### config.mk
export PLATFORM = sky130hd
export DESIGN_NAME = ddme_deque
export DESIGN_NICKNAME = d
export VERILOG_FILES = /design/src/hdl/ddme_pkg.sv /design/src/hdl/ddme_cell.sv /design/src/hdl/ddme_deque.sv
export SDC_FILE = /design/constraint.sdc
export NUM_CORES = 2
export LEC_CHECK = 0
export BUFFER_PORTS_ARGS = -buffer_cell sky130_fd_sc_hd__buf_4
export CAP_MARGIN = 15
export CORE_UTILIZATION = 60
export CTS_BUF_LIST = sky130_fd_sc_hd__clkbuf_4
export CTS_CLUSTER_SIZE = 25
export DETAILED_ROUTE_END_ITERATION = 16
export GPL_ROUTABILITY_DRIVEN = 1
export HOLD_SLACK_MARGIN = 0.03
export PLACE_DENSITY = 0.79
export SETUP_SLACK_MARGIN = 0.2
export SLEW_MARGIN = 25
export SYNTH_ARGS = -nofsm -noshare
export SYNTH_HDL_FRONTEND = slang
export SYNTH_SLANG_ARGS = --single-unit
### constraint.sdc
create_clock -name clk -period 3.9 [get_ports clk]
set_input_delay 0.39 -clock clk [delete_from_list [all_inputs] [get_ports clk]]
set_output_delay 0.39 -clock clk [all_outputs]
set_load 0.02 [all_outputs]
### src/hdl/ddme_pkg.sv
package ddme_pkg;

  // Fixed geometry of the two deques
  localparam int unsigned DEPTH   = 64;
  localparam int unsigned VALUE_W = 16;
  localparam int unsigned COUNT_W = $clog2(DEPTH + 1);
  localparam int unsigned POS_W   = $clog2(DEPTH);

  typedef logic signed [VALUE_W-1:0] value_t;
  typedef logic [COUNT_W-1:0]        count_t;
  typedef logic [POS_W-1:0]          pos_t;
  typedef logic [1:0]                kind_t;
  typedef logic [3:0]                code_t;
  typedef logic [1:0]                status_t;
  typedef logic [1:0]                shift_t;

  // Item kinds
  localparam kind_t KIND_LOAD = 2'd0;
  localparam kind_t KIND_MOVE = 2'd1;
  localparam kind_t KIND_TAKE = 2'd2;

  // Move code bit positions
  localparam int unsigned CODE_SRC_RIGHT = 3;
  localparam int unsigned CODE_POP_BACK  = 2;
  localparam int unsigned CODE_DST_RIGHT = 1;
  localparam int unsigned CODE_PUSH_BACK = 0;

  // Result status
  localparam status_t ST_DONE  = 2'd0;
  localparam status_t ST_EMPTY = 2'd1;
  localparam status_t ST_FULL  = 2'd2;

  // Cell shift ops; "near" is the cell 0 end of a row
  localparam shift_t SH_HOLD     = 2'd0;
  localparam shift_t SH_TO_NEAR  = 2'd1;
  localparam shift_t SH_TO_FAR   = 2'd2;

  localparam count_t FULL_COUNT = COUNT_W'(DEPTH);

  // One row of cells: shift plus an optional write at one position
  typedef struct packed {
    shift_t shift;
    logic   wr_en;
    pos_t   wr_pos;
    value_t value;
  } cell_ctl_t;

  // Per-deque operation for one item
  typedef struct packed {
    logic   pop;
    logic   pop_back;
    logic   push;
    logic   push_back;
    value_t value;
  } deq_ctl_t;

  typedef struct packed {
    value_t front;
    value_t back;
    count_t fill;
  } deq_stat_t;

endpackage

### src/hdl/ddme_cell.sv
module ddme_cell #(
  parameter int unsigned IDX = 0
) (
  input  logic                clk,
  input  ddme_pkg::cell_ctl_t ctl,
  input  ddme_pkg::value_t    from_near,
  input  ddme_pkg::value_t    from_far,
  output ddme_pkg::value_t    data
);
  import ddme_pkg::*;

  value_t data_next;

  always_comb begin
    case (ctl.shift)
      SH_TO_NEAR: data_next = from_far;
      SH_TO_FAR:  data_next = from_near;
      default:    data_next = data;
    endcase
    if (ctl.wr_en && (ctl.wr_pos == POS_W'(IDX))) begin
      data_next = ctl.value;
    end
  end

  always_ff @(posedge clk) begin
    data <= data_next;
  end

endmodule

### src/hdl/ddme_deque.sv
module ddme_deque (
  input  logic                clk,
  input  logic                rst,
  input  ddme_pkg::deq_ctl_t  ctl,
  output ddme_pkg::deq_stat_t stat
);
  import ddme_pkg::*;

  // Two rows hold the same contents: fwd_row has the front at cell 0,
  // rev_row has the back at cell 0, so both ends are read at fixed cells.
  value_t    fwd_row [DEPTH];
  value_t    rev_row [DEPTH];
  cell_ctl_t fwd_ctl;
  cell_ctl_t rev_ctl;
  count_t    fill;
  count_t    fill_next;

  function automatic cell_ctl_t row_ctl(input logic pop, input logic pop_near,
                                        input logic push, input logic push_near,
                                        input count_t cnt, input value_t v);
    cell_ctl_t c;
    c.shift = SH_HOLD;
    if (pop && pop_near && !(push && push_near)) begin
      c.shift = SH_TO_NEAR;
    end else if (push && push_near && !(pop && pop_near)) begin
      c.shift = SH_TO_FAR;
    end
    c.wr_en  = push;
    // far-end push lands just past the last entry left after any pop
    c.wr_pos = push_near ? '0 : POS_W'(cnt - COUNT_W'(pop));
    c.value  = v;
    return c;
  endfunction

  always_comb begin
    fwd_ctl   = row_ctl(ctl.pop, !ctl.pop_back, ctl.push, !ctl.push_back, fill, ctl.value);
    rev_ctl   = row_ctl(ctl.pop, ctl.pop_back, ctl.push, ctl.push_back, fill, ctl.value);
    fill_next = fill - COUNT_W'(ctl.pop) + COUNT_W'(ctl.push);
  end

  always_ff @(posedge clk) begin
    if (rst) begin
      fill <= '0;
    end else begin
      fill <= fill_next;
    end
  end

  genvar i;
  generate
    for (i = 0; i < DEPTH; i++) begin : g_cell
      value_t fwd_near, fwd_far, rev_near, rev_far;
      if (i == 0) begin : g_first
        assign fwd_near = ctl.value;
        assign rev_near = ctl.value;
      end else begin : g_mid
        assign fwd_near = fwd_row[i-1];
        assign rev_near = rev_row[i-1];
      end
      if (i == DEPTH - 1) begin : g_last
        assign fwd_far = fwd_row[i];
        assign rev_far = rev_row[i];
      end else begin : g_inner
        assign fwd_far = fwd_row[i+1];
        assign rev_far = rev_row[i+1];
      end

      ddme_cell #(.IDX(i)) u_fwd (
        .clk       (clk),
        .ctl       (fwd_ctl),
        .from_near (fwd_near),
        .from_far  (fwd_far),
        .data      (fwd_row[i])
      );

      ddme_cell #(.IDX(i)) u_rev (
        .clk       (clk),
        .ctl       (rev_ctl),
        .from_near (rev_near),
        .from_far  (rev_far),
        .data      (rev_row[i])
      );
    end
  endgenerate

  assign stat.front = fwd_row[0];
  assign stat.back  = rev_row[0];
  assign stat.fill  = fill;

endmodule

==> flow_metrics.env <==
export IMPL_start_util_pct=60.5
export IMPL_layout_common_cells="3039 x mux2_2, 2048 x edfxtp_1, 866 x clkbuf_4, 388 x nand4_1"
export IMPL_core_area_um2=188000
export IMPL_critical_path_class="flip-flop to flip-flop"
export IMPL_cp_depth=12
export IMPL_synth_warning_count=0
export IMPL_switching_share_pct=27.5
export IMPL_status="finished with violations"
export IMPL_syn_area_um2=114000
export IMPL_port_buffers=60
export IMPL_fp_dieW_um=438
export IMPL_hold_class="input port to flip-flop"
export IMPL_r2r_cells=12
export IMPL_area_growth_synth_to_final_pct=10.1
export IMPL_fmax_mhz=287
export IMPL_gp_congestion=0.813
export IMPL_final_common_cell="mux2_2"
export IMPL_synth_seq_cells=2055
export IMPL_top_usage_layer="met2"
export IMPL_cts_buffer_depth=4
export IMPL_row_count=159
export IMPL_arrival_ns=4.47
export IMPL_root_buffer="clkbuf_4"
export IMPL_violations="DRC"
export IMPL_cts_num_sinks=2055
export IMPL_setup_violations=0
export IMPL_grt_overflow_total=0
export IMPL_layout_cells_non_filler=10800
export IMPL_critical_path_top_delay_family="buffers and inverters"
export IMPL_slew_headroom_pct=27.7
export IMPL_fin_crit_ns=3.48
export IMPL_max_stage_delay_ns=0.34
export IMPL_startpoint_type="flip-flop"
export IMPL_grt_pass1_wl_um=412000
export IMPL_drive_above_1_share_pct=56.2
export IMPL_drt_iter0_drc=5769
export IMPL_synth_edff_count=2048
export IMPL_crit_buf_inv=5
export IMPL_vias=67500
export IMPL_synthArstFlopShare_pct=0
export IMPL_p_leak_uw=0.0435
export IMPL_cp_required_ns=4.89
export IMPL_syn_avg_cell_area_um2=14.9
export IMPL_p_comb_share_pct=18.6
export IMPL_yosysUniqueCellTypes=66
export IMPL_layout_nets=7921
export IMPL_p_sw_uw=16700
export IMPL_dr_pass1_iters=12
export IMPL_cap_violations=0
export IMPL_grtUsageMet2_pct=44.1
export IMPL_post_route_util_pct=66.6
export IMPL_drtAntennaViolNets=0
export IMPL_grt_max_degree=121
export IMPL_syn_num_nets=7665
export IMPL_path_common_cell="buf_4"
export IMPL_cts_made_buffers=570
export IMPL_io_pins=61
export IMPL_drc=12
export IMPL_post_route_period_util_pct=89.3
export IMPL_htreeDepth=6
export IMPL_synthFlopType="edfxtp_1"
export IMPL_p_total_uw=60700
export IMPL_critPathMaxFanout=49
export IMPL_clk_pin_slew_ns=0.07
export IMPL_routed_wirelength_um=260000
export IMPL_syn_inst=7637
export IMPL_clk_latency_ns=1.42
export IMPL_whs_path_depth=4
export IMPL_endpoint_kind="flip-flop"
export IMPL_power_frac_clock_pct=32.5
export IMPL_power_density_nw_per_um2=484
export IMPL_sequentialPowerShare_pct=48.9
export IMPL_grt_use_met1_pct=36.5
export IMPL_wl_per_cell_um=24.2
export IMPL_dp_cells=9789
export IMPL_p_int_uw=44000
export IMPL_tns_ns=0
export IMPL_worst_pin_slew_ns=1.09
export IMPL_die_h_um=438
export IMPL_cp_slowest_cell="nor3b_4"
export IMPL_rsz0062_at_grt="no"
export IMPL_ctsResizeCount=0
export IMPL_grtUsageMet3_pct=4.47
export IMPL_hold_viol=0
export IMPL_drv_slew=0
export IMPL_synth_seq_area_share_pct=54.1
export IMPL_crit_chain="inv_1 -> ha_1 -> ha_1 -> nor3b_4 -> buf_4 -> mux2i_1 -> a31o_4 -> buf_12 -> and3_1 -> buf_4 -> nand2b_1 -> buf_4"
export IMPL_cts_tree="yes"
export IMPL_dieArea_um2=191000
export IMPL_vdd_drop_max_uv=321
export IMPL_grt_total_usage_pct=27.0
export IMPL_viasPerCell=6.26
export IMPL_dpl_hpwl_um=170000
export IMPL_post_cts_buffers=0
export IMPL_ctsHoldBuffers=26
export IMPL_antenna_found_initial=5
export IMPL_finClkSkew_ns=0.0945
export IMPL_grt_pass1_vias=71600
[metrics by stage]
step	hold WS (ns)	worst slack [ns]	instance area, um^2
CTS	0.0844	0.418	125000
finish	0.235	0.418	125000
floorplan	0.462	0.560	114000
global placement	0.554	0.0682	118000
detailed placement	0.560	0.293	118000
global route	0.158	0.267	125000
[Yosys cell counts, drive strengths merged (8+ instances only)]
cell | number | area share (%)
mux2i | 386 | 3.4
edfxtp | 2048 | 54
buf | 259 | 1.4
nor3 | 10 | 0.063
mux2 | 3264 | 33
clkbuf | 536 | 1.8
nor2 | 12 | 0.040
nand2b | 44 | 0.25
nand3 | 56 | 0.68
nand2 | 95 | 0.32
o21ai | 389 | 1.7
and3 | 44 | 0.24
nor2b | 8 | 0.044
nand4 | 418 | 2.6
[registers in the layout (all words and copies together) (netlist names)]
name / cells
g_cell.u_fwd.data: 1024
g_cell.u_rev.data: 1024
fill: 7
[worst register-to-register path, delay by kind of cell (launching register included)]
family	cells	cell delay [ns]
buffers and inverters	5	1.06
and+or+nand+nor	3	0.77
adders and majority gates	2	0.54
DFF	1	0.32
muxes	1	0.22
AOI/OAI and AO/OA	1	0.21
[power groups by stage]
stage                     clock network (uW)  registers (uW)  logic (uW)
after global routing                   21300           29900       12000
after CTS                              20300           29700       11200
after floorplan                            0           29300        8210
after global placement                     0           30100       10600
after detailed placement                   0           30100       11100
final                                  19700           29700       11300
[kinds of logic (layout without fill, tap and decap cells)]
family	count (synthesis)	in the layout	synth area share (%)
xor gates and xnor gates	7	7	0.100
DFF	2055	2055	54.1
adders and majority gates	6	6	0.0659
and+or+nand+nor	706	706	4.41
other	0	7	0
muxes	3650	3650	36.2
AOI/OAI and AO/OA	411	411	1.92
buffers and inverters	802	1446	3.19
[worst paths after layout]
| check | endpoint | from | slack [ns] |
|---|---|---|---|
| setup / recovery | g_cell[49].u_fwd.data[0]$_DFFE_PP_ | fill[0]$_SDFF_PP0_ | 0.42 |
| setup reg to reg | g_cell[49].u_fwd.data[0]$_DFFE_PP_ | fill[0]$_SDFF_PP0_ | 0.42 |
| hold / removal | g_cell[55].u_rev.data[6]$_DFFE_PP_ | ctl[6] | 0.24 |
| hold reg to reg | g_cell[0].u_rev.data[13]$_DFFE_PP_ | g_cell[1].u_rev.data[13]$_DFFE_PP_ | 0.56 |
[layer usage]
metal  share of wire, %  up-vias
li1                   -    30700
met1                 43    34000
met2                 49     2378
met3                5.9      413
met4                2.3        2
met5             0.0050        -
[final cells by class]
cell class | instances | area (um^2)
clock buffers | 866 | 6500
diodes | 7 | 17.5
multi-input cells | 4780 | 48800
repair buffers | 479 | 4590
clock inverters | 94 | 654
well taps | 2495 | 3120
inverters | 7 | 26.3
flip-flops and latches | 2055 | 61600
fillers | 13200 | 62900
Note: power is estimated with default switching activity, not from simulation.
